[config.mk]
export PLATFORM = sky130hd
export DESIGN_NAME = lsh_sharpen_flat
export DESIGN_NICKNAME = d
export VERILOG_FILES = /design/src/rtl/assert_macros.svh /design/src/rtl/lsh_pkg.sv /design/src/rtl/lsh_ifs.sv /design/src/rtl/lsh_sharpen.sv /design/src/flat_wrapper.sv
export SDC_FILE = /design/constraint.sdc
export NUM_CORES = 1
export LEC_CHECK = 0
export BUFFER_PORTS_ARGS = -buffer_cell sky130_fd_sc_hd__buf_2
export CORE_ASPECT_RATIO = 2
export CORE_MARGIN = 3
export CORE_UTILIZATION = 40
export CTS_CLUSTER_DIAMETER = 40
export DETAILED_ROUTE_END_ITERATION = 16
export PLACE_DENSITY = 0.6
export SYNTH_ARGS = -nofsm -noshare
export SYNTH_HDL_FRONTEND = slang
export SYNTH_SLANG_ARGS = --single-unit
[constraint.sdc]
create_clock -name clk -period 7 [get_ports clk]
set_clock_uncertainty 0.05 [all_clocks]
set_input_delay 1.4 -clock clk [delete_from_list [all_inputs] [get_ports clk]]
set_output_delay 1.4 -clock clk [all_outputs]
set_load 0.05 [all_outputs]
[src/rtl/assert_macros.svh]
// Assertion macros used by the top-level RTL file.
`ifndef ASSERT_MACROS_SVH
`define ASSERT_MACROS_SVH

// Same-cycle implication, sampled on the rising edge of clk, off during rst.
`define LSH_ASSERT_NOW(label, cond, check, msg) \
  label: assert property (@(posedge clk) disable iff (rst) (cond) |-> (check)) \
    else $error(msg);

// Next-cycle implication, sampled on the rising edge of clk, off during rst.
`define LSH_ASSERT_NEXT(label, cond, check, msg) \
  label: assert property (@(posedge clk) disable iff (rst) (cond) |=> (check)) \
    else $error(msg);

`endif

[src/rtl/lsh_pkg.sv]
// Types and constants for the 3x3 Laplacian sharpening block.
package lsh_pkg;

  localparam int PIX_W       = 8;
  localparam int POS_W       = 10;
  localparam int CFG_DATA_W  = 11;
  localparam int CFG_IDX_W   = 2;
  localparam int SUM_W       = 12;
  localparam int QUOT_W      = 11;

  localparam int MAX_HEIGHT      = 1024;
  localparam int FRAME_MIN       = 3;
  localparam int FRAME_WIDTH_RST  = 640;
  localparam int FRAME_HEIGHT_RST = 480;

  // Register indexes on the configuration channel
  localparam logic [CFG_IDX_W-1:0] CFG_FRAME_WIDTH  = 2'd0;
  localparam logic [CFG_IDX_W-1:0] CFG_FRAME_HEIGHT = 2'd1;

  // Divide by 3 for magnitudes up to 2040: floor(m * 683 / 2048) is exact
  localparam int DIV3_MUL   = 683;
  localparam int DIV3_SHIFT = 11;
  localparam int MAG_W      = 11;
  localparam int PROD_W     = 21;

  localparam logic [PIX_W-1:0] PIX_MAX = 8'd255;

  // One new window column: two rows above, row above, current row
  typedef struct packed {
    logic [PIX_W-1:0] top;
    logic [PIX_W-1:0] mid;
    logic [PIX_W-1:0] bot;
  } lsh_col_t;

  // Result bookkeeping for one accepted pixel
  typedef struct packed {
    logic             emit;
    logic [POS_W-1:0] row;
    logic [POS_W-1:0] col;
    logic             done;
  } lsh_meta_t;

endpackage

[src/rtl/lsh_ifs.sv]


interface lsh_res_if;
  logic                      valid;
  logic                      ready;
  logic [lsh_pkg::PIX_W-1:0] sharpened;
  logic [lsh_pkg::POS_W-1:0] out_row;
  logic [lsh_pkg::POS_W-1:0] out_col;
  logic                      frame_done;

  modport source (output valid, output sharpened, output out_row, output out_col,
                  output frame_done, input ready);
  modport sink   (input valid, input sharpened, input out_row, input out_col,
                  input frame_done, output ready);
endinterface


[src/rtl/lsh_sharpen.sv]
// 3x3 window and sharpening pipeline: kernel sum, divide by 3, add centre and clamp.
module lsh_sharpen (
  input  logic              clk,
  input  logic              rst,
  input  logic              load,
  input  lsh_pkg::lsh_col_t column,
  input  lsh_pkg::lsh_meta_t meta,
  output logic              load_ready,
  lsh_res_if.source         res
);

  logic [lsh_pkg::PIX_W-1:0] win [9];
  logic [lsh_pkg::PIX_W-1:0] win_next [9];
  logic [lsh_pkg::MAG_W-1:0] nbr_sum;
  logic signed [lsh_pkg::SUM_W-1:0] sum_next;

  logic                             s2_v;
  logic signed [lsh_pkg::SUM_W-1:0] s2_sum;
  logic [lsh_pkg::PIX_W-1:0]        s2_centre;
  lsh_pkg::lsh_meta_t               s2_meta;

  logic                              s3_v;
  logic signed [lsh_pkg::QUOT_W-1:0] s3_quot;
  logic [lsh_pkg::PIX_W-1:0]         s3_centre;
  lsh_pkg::lsh_meta_t                s3_meta;

  logic                               o_v;
  logic [lsh_pkg::PIX_W-1:0]          o_pix;
  lsh_pkg::lsh_meta_t                 o_meta;

  logic rdy_o;
  logic rdy3;
  logic rdy2;

  logic [lsh_pkg::MAG_W-1:0]          mag;
  logic [lsh_pkg::PROD_W-1:0]         prod;
  logic [lsh_pkg::QUOT_W-2:0]         qmag;
  logic signed [lsh_pkg::QUOT_W-1:0]  quot_next;
  logic signed [lsh_pkg::SUM_W-1:0]   val;
  logic [lsh_pkg::PIX_W-1:0]          pix_next;

  assign rdy_o      = !o_v || res.ready;
  assign rdy3       = !s3_v || rdy_o;
  assign rdy2       = !s2_v || rdy3;
  assign load_ready = rdy2;

  // Shift the window one column left and bring in the new column on the right
  always_comb begin
    for (int k = 0; k < 3; k++) begin
      win_next[k*3]   = win[k*3+1];
      win_next[k*3+1] = win[k*3+2];
    end
    win_next[2] = column.top;
    win_next[5] = column.mid;
    win_next[8] = column.bot;
  end

  always_comb begin
    nbr_sum = '0;
    for (int k = 0; k < 9; k++) begin
      if (k != 4) begin
        nbr_sum = nbr_sum + lsh_pkg::MAG_W'(win_next[k]);
      end
    end
    sum_next = $signed(lsh_pkg::SUM_W'({win_next[4], 3'b000}))
             - $signed({1'b0, nbr_sum});
  end

  always_ff @(posedge clk) begin
    if (load) begin
      win <= win_next;
    end
  end

  // Stage 2: kernel sum
  always_ff @(posedge clk) begin
    if (rst) begin
      s2_v <= 1'b0;
    end else if (load) begin
      s2_v <= meta.emit;
    end else if (rdy3) begin
      s2_v <= 1'b0;
    end
  end

  always_ff @(posedge clk) begin
    if (load) begin
      s2_sum    <= sum_next;
      s2_centre <= win_next[4];
      s2_meta   <= meta;
    end
  end

  // Divide magnitude by 3 through a reciprocal multiply, then restore the sign
  always_comb begin
    mag       = s2_sum[lsh_pkg::SUM_W-1] ? lsh_pkg::MAG_W'(-s2_sum)
                                         : lsh_pkg::MAG_W'(s2_sum);
    prod      = lsh_pkg::PROD_W'(mag) * lsh_pkg::PROD_W'(lsh_pkg::DIV3_MUL);
    qmag      = prod[lsh_pkg::PROD_W-1:lsh_pkg::DIV3_SHIFT];
    quot_next = s2_sum[lsh_pkg::SUM_W-1] ? -$signed({1'b0, qmag}) : $signed({1'b0, qmag});
  end

  // Stage 3: quotient
  always_ff @(posedge clk) begin
    if (rst) begin
      s3_v <= 1'b0;
    end else if (rdy3) begin
      s3_v <= s2_v;
    end
  end

  always_ff @(posedge clk) begin
    if (rdy3 && s2_v) begin
      s3_quot   <= quot_next;
      s3_centre <= s2_centre;
      s3_meta   <= s2_meta;
    end
  end

  // Add centre back and clamp to pixel range
  always_comb begin
    val = lsh_pkg::SUM_W'(s3_quot) + $signed({4'b0000, s3_centre});
    if (val < 0) begin
      pix_next = '0;
    end else if (val > $signed(lsh_pkg::SUM_W'(lsh_pkg::PIX_MAX))) begin
      pix_next = lsh_pkg::PIX_MAX;
    end else begin
      pix_next = val[lsh_pkg::PIX_W-1:0];
    end
  end

  // Output register
  always_ff @(posedge clk) begin
    if (rst) begin
      o_v <= 1'b0;
    end else if (rdy_o) begin
      o_v <= s3_v;
    end
  end

  always_ff @(posedge clk) begin
    if (rdy_o && s3_v) begin
      o_pix  <= pix_next;
      o_meta <= s3_meta;
    end
  end

  assign res.valid      = o_v;
  assign res.sharpened  = o_pix;
  assign res.out_row    = o_meta.row;
  assign res.out_col    = o_meta.col;
  assign res.frame_done = o_meta.done;

endmodule

[src/flat_wrapper.sv]
// flat-port wrapper written by rule: the top's interface ports become plain ports
module lsh_sharpen_flat 
  (clk, rst, load, column, meta, load_ready, res_valid, res_sharpened, res_out_row, res_out_col, res_frame_done, res_ready);
  lsh_res_if res_i ();
  input  logic clk;
  input  logic rst;
  input  logic load;
  input  lsh_pkg::lsh_col_t column;
  input  lsh_pkg::lsh_meta_t meta;
  output logic load_ready;
  output wire logic [$bits(res_i.valid)-1:0] res_valid;
  output wire logic [$bits(res_i.sharpened)-1:0] res_sharpened;
  output wire logic [$bits(res_i.out_row)-1:0] res_out_row;
  output wire logic [$bits(res_i.out_col)-1:0] res_out_col;
  output wire logic [$bits(res_i.frame_done)-1:0] res_frame_done;
  input wire logic [$bits(res_i.ready)-1:0] res_ready;
  assign res_valid = res_i.valid;
  assign res_sharpened = res_i.sharpened;
  assign res_out_row = res_i.out_row;
  assign res_out_col = res_i.out_col;
  assign res_frame_done = res_i.frame_done;
  assign res_i.ready = res_ready;
  lsh_sharpen u_core (.clk(clk), .rst(rst), .load(load), .column(column), .meta(meta), .load_ready(load_ready), .res(res_i));
endmodule
# == Yosys cells after proc, flatten, opt, wreduce, memory -nomap -nowiden ==
# Index checks and enable logic that the tools add are counted.
# word_totals
ff_bits,153
input_bits,50
elab_cells,51
# op_classes
add_sub_neg,11
mul,1
n_lt_le_gt_ge,2
n_mux,5
n_reduce_logical,9
# op_table
operator,count
adder 11 x 8 -> 11 bit,6
multiplier 11 x 10 -> 21 bit (second input constant),1
adder 11 x 9 -> 12 bit,1
greater-than comparator 12 x 9 -> 1 bit (second input constant),1
< comparator 12 x 1 -> 1 bit (second input constant),1
subtractor 11 x 11 -> 12 bit,1
two-way mux 11 bit,1
negator 10 -> 11 bit,1
negator 11 bit,1
two-way mux 10 bit,1
adder 8 x 8 -> 9 bit,1
two-way mux 8 bit,1
zero test 1 bit,3
logical OR 1 bit,3
logical AND 1 bit,2
two-way mux 1 bit,2
nonzero test 2 bit,1

# == Longest topological paths before layout ==
# Gate-level depths: netlist (run 1).
# logic_depth
ltp_word,8
mapped_depth,26

# == Worst setup path before layout (run 1) ==
# No wires, ideal clock.
# synth_timing
path_type,register -> register
startpoint,register u_core.s2_sum[5] (netlist name)
endpoint,"register u_core.s3_quot[10] (netlist name), data pin"
t_arrival_ns,5.699
setup_slack_ns,0.992
stages_incl_launch_ff,25
path_buffers,0
synth_period_minus_slack_ns,6.008
path_cell_list,edfxtp_1 nor4_1 nand2_1 o31a_1 xor2_1 ha_1 ha_1 inv_1 fa_1 inv_1 fa_1 inv_1 fa_1 inv_1 ha_1 a21oi_1 o21ai_0 a2111oi_0 nor2_1 xor2_1 inv_1 ha_1 inv_1 or3_1 o31a_1
# synth_between
elab_chain_len,4
# synth_lines
element,line_no,rtl
"start, declared",lsh_sharpen.sv:18,logic signed [lsh_pkg::SUM_W-1:0] s2_sum;
"start signal, assigned",lsh_sharpen.sv:88,s2_sum <= sum_next;
negator 11 bit,lsh_sharpen.sv:96,mag = s2_sum[lsh_pkg::SUM_W-1] ? lsh_pkg::MAG_W'(-s2_sum)
two-way mux 11 bit (*),lsh_sharpen.sv:96,
multiplier 11 x 10 -> 21 bit (*),lsh_sharpen.sv:98,prod = lsh_pkg::PROD_W'(mag) * lsh_pkg::PROD_W'(lsh_pkg::DIV3_MUL);
negator 10 -> 11 bit (*),lsh_sharpen.sv:100,"quot_next = s2_sum[lsh_pkg::SUM_W-1] ? -$signed({1'b0, qmag}) : $signed({1'b0, qmag});"
"end signal, assigned",lsh_sharpen.sv:114,s3_quot <= quot_next;
"end, declared",lsh_sharpen.sv:23,logic signed [lsh_pkg::QUOT_W-1:0] s3_quot;
# Every way passes the cells marked *; elsewhere a longest branch is shown, timed or not.
# A chain may end at the register's enable or synchronous reset.

# == Worst setup path after layout (run 1) ==
# Same ends and word-level chain as after synthesis.

==> results.py, run 1 <==
metrics = {
    "timing": {
        "max_freq_ghz": 0.152,
        "setup_tns_ns": 0,
        "relSlewSlack": 0.283,
        "maxSlewViolCount": 0,
        "setup-violations-final": 0,
        "rsz0062_at_grt": "no",
        "timing.final.ws_setup_ns": 0.438,
        "min_period_over_period": 0.937,
        "finalHoldViolations": 0,
        "tightest_slew_ns": 1.07,
        "period_needed_ns": 6.56,
    },
    "synthesis": {
        "yosysWarnings": 0,
        "yosys-top-cells-area": "edfxtp_1 (47%), ha_1 (14%), fa_1 (14%), inv_1 (5.3%), xnor2_1 (3.3%)",
        "syn_avg_cell_area_sq_um": 13.1,
        "netlist-cell-type-count": 51,
        "async_flop_share": 0,
        "syn-cell-area_sq_mm": 0.00949,
        "ys_seq_area_frac": 0.481,
        "yosys-top-cells-count": "edfxtp_1 (150), inv_1 (133), ha_1 (105)",
        "ys_ff_latch": 153,
        "yosysTopAreaCellShare": 0.475,
        "syn_nets": 946,
        "synth_edf_count": 150,
        "syn_inst": 727,
        "synthMostInstantiatedCell": "edfxtp_1",
        "yosysTopAreaCell": "edfxtp_1",
        "synth_ff_type": "edfxtp_1",
    },
    "die": {
        "design.die.area_sq_mm": 0.0257,
        "row_count": 79,
        "die_y_microns": 224,
        "fp.dieW_microns": 115,
        "core_sq_mm": 0.0233,
        "start_util": 0.407,
        "design.portCount": 81,
    },
    "place": {
        "gp_congestion": 0.907,
        "hpwl_microns": 14400,
        "pre_cts_slack_ns": 0.408,
        "io_buffer_count": 80,
        "placed_cell_area_sq_mm": 0.0103,
    },
    "grt": {
        "antenna_found_initial": 0,
        "grt_overflow": 0,
        "grt_use_total": 0.148,
        "grt_pass1_wl_microns": 29300,
        "grt_pass1_vias": 5993,
        "grt_max_degree": 78,
    },
    "clock_tree": {
        "clk_path_buf_depth": 2,
        "cts_buffers": 17,
        "clkLatencyLatePin_ns": 0.42,
        "cts_resized": 0,
        "cts_hold_buf": 0,
        "clkTransAtPathRegs_ns": 0.07,
        "cts-htree-levels": 4,
        "cts_setup_buffers": 0,
        "cts_root_buf": "clkbuf_16",
        "clock_sinks": 153,
        "cts_tree": "built",
    },
    "finish": {
        "layout-drive-gt1-share": 0.158,
        "area_growth_syn_to_layout_pct": 15.2,
        "final_area_sq_mm": 0.0109,
        "antennaDiodeCount": 0,
        "seq_area_sq_mm": 0.00456,
        "nNetsFinal": 1052,
        "fill_cells": 2109,
        "multi_input_area_sq_mm": 0.00442,
    },
    "worst_setup_path": {
        "ff2ff_path_depth": 24,
        "worstPathArrival_ns": 6.68,
        "endpoint_kind": "flip-flop",
        "start_kind": "flip-flop",
        "cp_max_fo": 5,
        "critPathKind": "reg -> reg",
        "required_ns": 7.12,
        "ff2ff_setup_slack_ns": 0.44,
    },
    "flow_run": {
        "drv_cap": 0,
    },
    "detailed_routing": {
        "via_per_inst": 4.94,
        "drt-total-wl_microns": 17600,
        "drc_errors": 0,
        "drt_first_pass_iters": 5,
        "drt_iter0_markers": 237,
        "route.antenna.remaining_nets": 0,
        "drt-wirelength-per-cell_microns": 15.6,
        "num_vias": 5577,
    },
    "min_path": {
        "hold_path_depth": 0,
        "hold_path_class": "reg -> reg",
    },
    "run_status": {
        "outcome": "completed",
    },
}
==> cell families after synthesis <==
logic type,Yosys count,synth area share
compound gates,124,0.0905
buf+inv,137,0.0542
xor+xnor,60,0.0554
flops,153,0.481
fa+ha+maj,169,0.273
simple gates,82,0.0434
mux,2,0.00211
==> worst max-delay path, stage by stage, from the launching register on <==
cell and delay, ns:
edfxtp_1 0.44, nor4_1 0.40, nand2_1 0.17, o31a_1 0.27, xor2_1 0.30, ha_1 0.33, ha_1 0.29, inv_1 0.04
fa_1 0.47, inv_1 0.06, fa_1 0.54, inv_1 0.06, fa_1 0.52, inv_1 0.04, ha_1 0.38, a21oi_1 0.21
o21ai_0 0.15, a2111oi_0 0.41, nor2_1 0.11, xor2_1 0.16, inv_1 0.08, ha_1 0.13, inv_1 0.04, or3_1 0.35
o31a_1 0.27
==> flip-flops by register name, indices dropped and copies added (netlist names) <==
| name | flops |
|---|---|
| u_core.s3_centre | 8 |
| u_core.s3_v | 1 |
| u_core.s3_meta | 21 |
| u_core.win | 40 |
| u_core.res.frame_done | 1 |
| u_core.s2_meta | 21 |
| u_core.res.out_col | 10 |
| u_core.res.valid | 1 |
| u_core.res.sharpened | 8 |
| u_core.res.out_row | 10 |
| u_core.s2_sum | 12 |
| u_core.s2_v | 1 |
| u_core.s3_quot | 11 |
| u_core.s2_centre | 8 |
==> worst paths after layout <==
| check | startpoint | endpoint |
|---|---|---|
| max reg2reg | u_core.s2_sum[5] | u_core.s3_quot[10] |
| min | u_core.s3_meta[9] | u_core.res.out_col[8] |
| min reg2reg | u_core.s3_meta[9] | u_core.res.out_col[8] |
| max | u_core.s2_sum[5] | u_core.s3_quot[10] |
==> metal layers <==
layer  vias up  track usage  wire [microns]
li1       2731            -               -
met1      2701        0.143            6030
met2       101        0.292           10400
met3        44       0.0211             447
met4         0       0.0766             745
met5         -            0               0
==> layout make-up <==
type	instances	share of cell area
clock buffers	17	0.0389
clock inverters	15	0.0164
repair buffers	91	0.0444
inverters	133	0.0457
flip-flops and latches	153	0.418
well taps	283	0.0324
multi-input cells	437	0.405
==> placed cells by master, fill, tap and decap left out, drive strengths merged, types with 6 or more instances in the layout <==
| cell type | synthesis | layout |
|---|---|---|
| edfxtp | 150 | 150 |
| inv | 133 | 140 |
| ha | 105 | 105 |
| buf | 0 | 91 |
| fa | 64 | 64 |
| xnor2 | 36 | 36 |
| a21oi | 36 | 36 |
| nand2 | 24 | 24 |
| xor2 | 24 | 24 |
| a21o | 21 | 21 |
| nor2 | 20 | 20 |
| o21ai | 18 | 18 |
| clkbuf | 4 | 17 |
| o21bai | 9 | 9 |
| o21a | 9 | 9 |
| nor3 | 6 | 6 |
| nand2b | 6 | 6 |
| clkinv | 0 | 6 |
==> stage by stage <==
step,instances,util,hold slack [ns]
after floorplan,727,-,0.350
after global placement,1097,0.443,0.350
after detailed placement,1097,0.443,0.355
after CTS,1129,0.468,0.369
after global routing,1129,0.468,0.373
final,1129,0.468,0.368
Power of run 1 is left out: the tool's default activity adds up to more than one toggle a clock period on the data nets, which glitch-free logic cannot reach.
==> run 2, diff against run 1 <==
CORE_UTILIZATION = 46   (was 40)
PLACE_DENSITY = 0.67   (was 0.6)
==> results.py, run 2 (synthesized netlist as in run 1, its figures left out) <==
metrics = {
    "detailed_routing": {
        "drt_first_pass_iters": 4,
        "drt-total-wl_microns": 17500,
        "route.antenna.remaining_nets": 0,
        "num_vias": 5585,
        "via_per_inst": 5.05,
        "drc_errors": 0,
        "drt_iter0_markers": 165,
        "drt-wirelength-per-cell_microns": 15.8,
    },
    "clock_tree": {
        "cts_root_buf": "clkbuf_16",
        "cts-htree-levels": 4,
        "cts_tree": "built",
        "cts_hold_buf": 0,
        "cts_buffers": 17,
        "cts_setup_buffers": 0,
        "clk_path_buf_depth": 2,
        "cts_resized": 0,
        "clkTransAtPathRegs_ns": 0.08,
        "clkLatencyLatePin_ns": 0.43,
        "clock_sinks": 153,
    },
    "timing": {
        "max_freq_ghz": 0.152,
        "relSlewSlack": 0.288,
        "setup_tns_ns": 0,
        "maxSlewViolCount": 0,
        "finalHoldViolations": 0,
        "rsz0062_at_grt": "no",
        "tightest_slew_ns": 1.07,
        "setup-violations-final": 0,
        "timing.final.ws_setup_ns": 0.405,
        "min_period_over_period": 0.942,
        "period_needed_ns": 6.59,
    },
    "run_status": {
        "outcome": "completed",
    },
    "die": {
        "fp.dieW_microns": 108,
        "row_count": 73,
        "design.die.area_sq_mm": 0.0225,
        "die_y_microns": 209,
        "start_util": 0.472,
        "design.portCount": 81,
        "core_sq_mm": 0.0201,
    },
    "worst_setup_path": {
        "cp_max_fo": 5,
        "ff2ff_setup_slack_ns": 0.41,
        "cp_top_family": "adder cells",
        "r2r-start": "u_core.s2_sum[5]",
        "max_stage_delay_ns": 0.53,
        "required_ns": 7.12,
        "worst-path-buf-inv": 6,
        "cpMostUsedCell": "inv_1",
        "worstPathArrival_ns": 6.71,
        "slowest_stage": "fa_1",
        "r2r_end": "u_core.s3_quot[10]",
        "ff2ff_path_depth": 24,
        "endpoint_kind": "flip-flop",
        "critPathKind": "reg -> reg",
        "path_cells": "nor4_1 > nand2_1 > o31a_1 > xor2_1 > ha_1 > ha_1 > inv_1 > fa_1 > inv_1 > fa_1 > inv_1 > fa_1 > inv_1 > ha_1 > a21oi_1 > o21ai_0 > a2111oi_0 > nor2_1 > xor2_1 > inv_1 > ha_1 > inv_1 > or3_1 > o31a_1",
        "start_kind": "flip-flop",
    },
    "min_path": {
        "hold_path_class": "reg -> reg",
        "hold_path_depth": 0,
        "min_to": "u_core.s3_meta[18]",
        "min_from": "u_core.s2_meta[18]",
    },
    "finish": {
        "area_growth_syn_to_layout_pct": 14.9,
        "top_register": "u_core.win",
        "final_common_cell": "edfxtp_1",
        "largest_reg_flops": 40,
        "layout-drive-gt1-share": 0.157,
        "nNetsFinal": 1049,
        "layout_common_cells": "edfxtp_1 (150), inv_1 (133), ha_1 (105)",
        "largestRegisters": "u_core.win x40, u_core.s2_meta x21, u_core.s3_meta x21",
    },
    "grt": {
        "antenna_found_initial": 1,
        "grt_max_degree": 84,
        "grt_overflow": 0,
        "grt_use_total": 0.166,
        "grt_pass1_wl_microns": 28700,
        "grt_pass1_vias": 6078,
    },
    "place": {
        "gp_congestion": 0.927,
        "pre_cts_slack_ns": 0.448,
        "io_buffer_count": 80,
        "hpwl_microns": 14100,
    },
    "flow_run": {
        "drv_cap": 0,
    },
}
[run 2: layer usage]
layer / vias up / track usage / share of wire / wire [microns]
li1: 2740 / - / - / -
met1: 2738 / 0.158 / 0.34 / 5890
met2: 82 / 0.342 / 0.62 / 10900
met3: 25 / 0.0213 / 0.019 / 333
met4: 0 / 0.0628 / 0.023 / 402
met5: - / 0 / 0 / 0
[run 2: area by class of cell]
type	instances	area, sq um
Sequential cell	153	4560
Timing Repair Buffer	88	463
Multi-Input combinational cell	437	4420
Fill cell	1702	9190
Clock buffer	17	425
Tap cell	262	328
Inverter	133	499
Antenna cell	1	2.50
Clock inverter	15	200
[run 2: stage by stage]
step	instances	cell area, sq um	hold WS (ns)	utilization
2_1_floorplan	727	9490	0.350	-
3_3_place_gp	1073	10300	0.351	0.511
3_5_place_dp	1073	10300	0.355	0.511
4_1_cts	1105	10900	0.366	0.542
5_1_grt	1106	10900	0.374	0.543
6_report	1106	10900	0.366	0.543
[run 2: worst max path at each step]
stage                          start                  to  slack [ns]  cells past startpoint
floorplan           u_core.s2_sum[5]  u_core.s3_quot[10]        0.99                     24
global placement           column[2]   u_core.s2_sum[11]        0.50                     20
detailed placement  u_core.s2_sum[5]  u_core.s3_quot[10]        0.45                     24
CTS                 u_core.s2_sum[5]  u_core.s3_quot[10]        0.45                     24
global route        u_core.s2_sum[5]  u_core.s3_quot[10]        0.07                     24
finish              u_core.s2_sum[5]  u_core.s3_quot[10]        0.41                     24
Power of run 2 is left out for the same reason.
==> run 3, diff against run 2 <==
CORE_UTILIZATION = 30   (was 46)
PLACE_DENSITY = 0.49   (was 0.67)
==> results.py, run 3 (synthesized netlist as in run 1, its figures left out) <==
metrics = {
    "detailed_routing": {
        "drt_iter0_markers": 164,
        "route.antenna.remaining_nets": 0,
        "drt-wirelength-per-cell_microns": 15.6,
        "num_vias": 5598,
        "drc_errors": 0,
        "via_per_inst": 4.43,
        "drt-total-wl_microns": 19700,
        "drt_first_pass_iters": 4,
    },
    "finish": {
        "largest_reg_flops": 40,
        "final_common_cell": "edfxtp_1",
        "top_register": "u_core.win",
        "nNetsFinal": 1052,
        "largestRegisters": "u_core.win x40, u_core.s2_meta x21, u_core.s3_meta x21",
        "fill_cells": 3140,
        "layoutNonFillerInstCount": 1264,
        "layout_common_cells": "edfxtp_1 (150), inv_1 (133), ha_1 (105)",
        "layout-drive-gt1-share": 0.161,
        "antennaDiodeCount": 0,
        "area_growth_syn_to_layout_pct": 17.0,
    },
    "run_status": {
        "outcome": "completed",
    },
    "worst_setup_path": {
        "worstPathArrival_ns": 6.61,
        "required_ns": 7.12,
        "critical_path_depth": 23,
        "crit_path_end": "u_core.s3_quot[10]",
        "cp_max_fo": 7,
        "endpoint_kind": "flip-flop",
        "start_kind": "flip-flop",
        "critPathLaunch": "u_core.s2_sum[5]",
        "cpMostUsedCell": "inv_1",
        "r2r_end": "u_core.s3_quot[10]",
        "r2r-start": "u_core.s2_sum[5]",
        "cp_top_family": "adder cells",
        "critPathKind": "reg -> reg",
        "ff2ff_setup_slack_ns": 0.51,
        "max_stage_delay_ns": 0.53,
        "worst-path-buf-inv": 5,
        "slowest_stage": "fa_1",
        "path_cells": "nor4_2 > nand2_1 > o31a_1 > xor2_1 > buf_4 > ha_1 > ha_1 > inv_1 > fa_1 > inv_1 > fa_1 > inv_1 > fa_1 > inv_1 > ha_1 > nand4_1 > a21oi_1 > a21oi_1 > o21ai_0 > xor2_1 > nand2b_2 > or3_1 > o31a_1",
        "ff2ff_path_depth": 23,
    },
    "clock_tree": {
        "clk_path_buf_depth": 2,
        "clkLatencyLatePin_ns": 0.42,
        "cts_buffers": 17,
        "cts_tree": "built",
        "clock_sinks": 153,
        "cts_setup_buffers": 0,
        "clkTransAtPathRegs_ns": 0.07,
        "cts-htree-levels": 4,
        "cts_root_buf": "clkbuf_16",
    },
    "place": {
        "io_buffer_count": 80,
        "placed_cells": 1232,
        "gp_congestion": 0.901,
        "pre_cts_slack_ns": 0.366,
        "hpwl_microns": 16200,
    },
    "timing": {
        "timing.final.ws_setup_ns": 0.509,
        "max_freq_ghz": 0.154,
        "relSlewSlack": 0.248,
        "maxSlewViolCount": 0,
        "period_needed_ns": 6.49,
        "min_period_over_period": 0.927,
        "setup-violations-final": 0,
        "tightest_slew_ns": 1.13,
        "rsz0062_at_grt": "no",
        "setup_tns_ns": 0,
        "finalHoldViolations": 0,
    },
    "min_path": {
        "hold_path_depth": 0,
        "hold_path_class": "reg -> reg",
    },
    "die": {
        "design.portCount": 81,
        "fp.dieW_microns": 132,
        "start_util": 0.306,
        "design.die.area_sq_mm": 0.0339,
        "die_y_microns": 258,
        "core_sq_mm": 0.0310,
        "row_count": 91,
    },
    "grt": {
        "antenna_found_initial": 0,
        "grt_use_total": 0.122,
        "grt_overflow": 0,
        "grt_pass1_vias": 6286,
        "grt_max_degree": 84,
        "grt_pass1_wl_microns": 31900,
    },
    "flow_run": {
        "drv_cap": 0,
    },
}
## run 3: cell types whose count changed in the layout (fill, tap and decap cells not counted), sizes merged
cell and delta:
buf +3, clkinv -3, inv +2, clkinvlp +1
diode -1
## run 3: worst min path at each step
stage,start,to,slack [ns]
4_1_cts,u_core.s3_meta[15],u_core.res.out_row[4],0.37
3_3_place_gp,u_core.s2_meta[19],u_core.s3_meta[19],0.35
6_report,u_core.s3_meta[5],u_core.res.out_col[4],0.37
2_1_floorplan,u_core.s3_meta[0],u_core.res.frame_done,0.35
3_5_place_dp,u_core.s2_meta[19],u_core.s3_meta[19],0.36
5_1_grt,u_core.s3_meta[15],u_core.res.out_row[4],0.38
## run 3: layout make-up
cell class              instances  area, sq um  area share
multi-input cells             437         4430       0.399
inverters                     133          499      0.0450
repair buffers                 91          485      0.0437
well taps                     418          523      0.0471
clock inverters                15          174      0.0157
flip-flops and latches        153         4560       0.411
clock buffers                  17          425      0.0383
## run 3: stage by stage
stage                     hold WS [ns]  utilization  cell area, sq um
final                            0.372        0.358             11100
after global routing             0.377        0.358             11100
after CTS                        0.367        0.358             11100
after detailed placement         0.355        0.339             10500
after global placement           0.351        0.339             10500
after floorplan                  0.350            -              9490
## run 3: worst register-to-register path, cell delays in order (launching register included)
cell and delay [ns]:
edfxtp_1 0.45, nor4_2 0.39, nand2_1 0.15, o31a_1 0.27
xor2_1 0.14, buf_4 0.14, ha_1 0.33, ha_1 0.30
inv_1 0.04, fa_1 0.47, inv_1 0.05, fa_1 0.53
inv_1 0.06, fa_1 0.53, inv_1 0.04, ha_1 0.38
nand4_1 0.19, a21oi_1 0.31, a21oi_1 0.17, o21ai_0 0.24
xor2_1 0.14, nand2b_2 0.25, or3_1 0.36, o31a_1 0.27
## run 3: layer usage
metal  vias to the layer above  GRT usage  part of all wire
met3                        39     0.0186             0.019
met4                         0     0.0561             0.043
met2                        82      0.263              0.61
li1                       2734          -                 -
met1                      2743      0.104              0.32
met5                         -          0                 0
## run 3: timing repair
action	in CTS	in global routing
endpoints found under the setup margin	0	1
gates resized for setup	0	1
hold buffers	0	0
Power of run 3 is left out for the same reason.
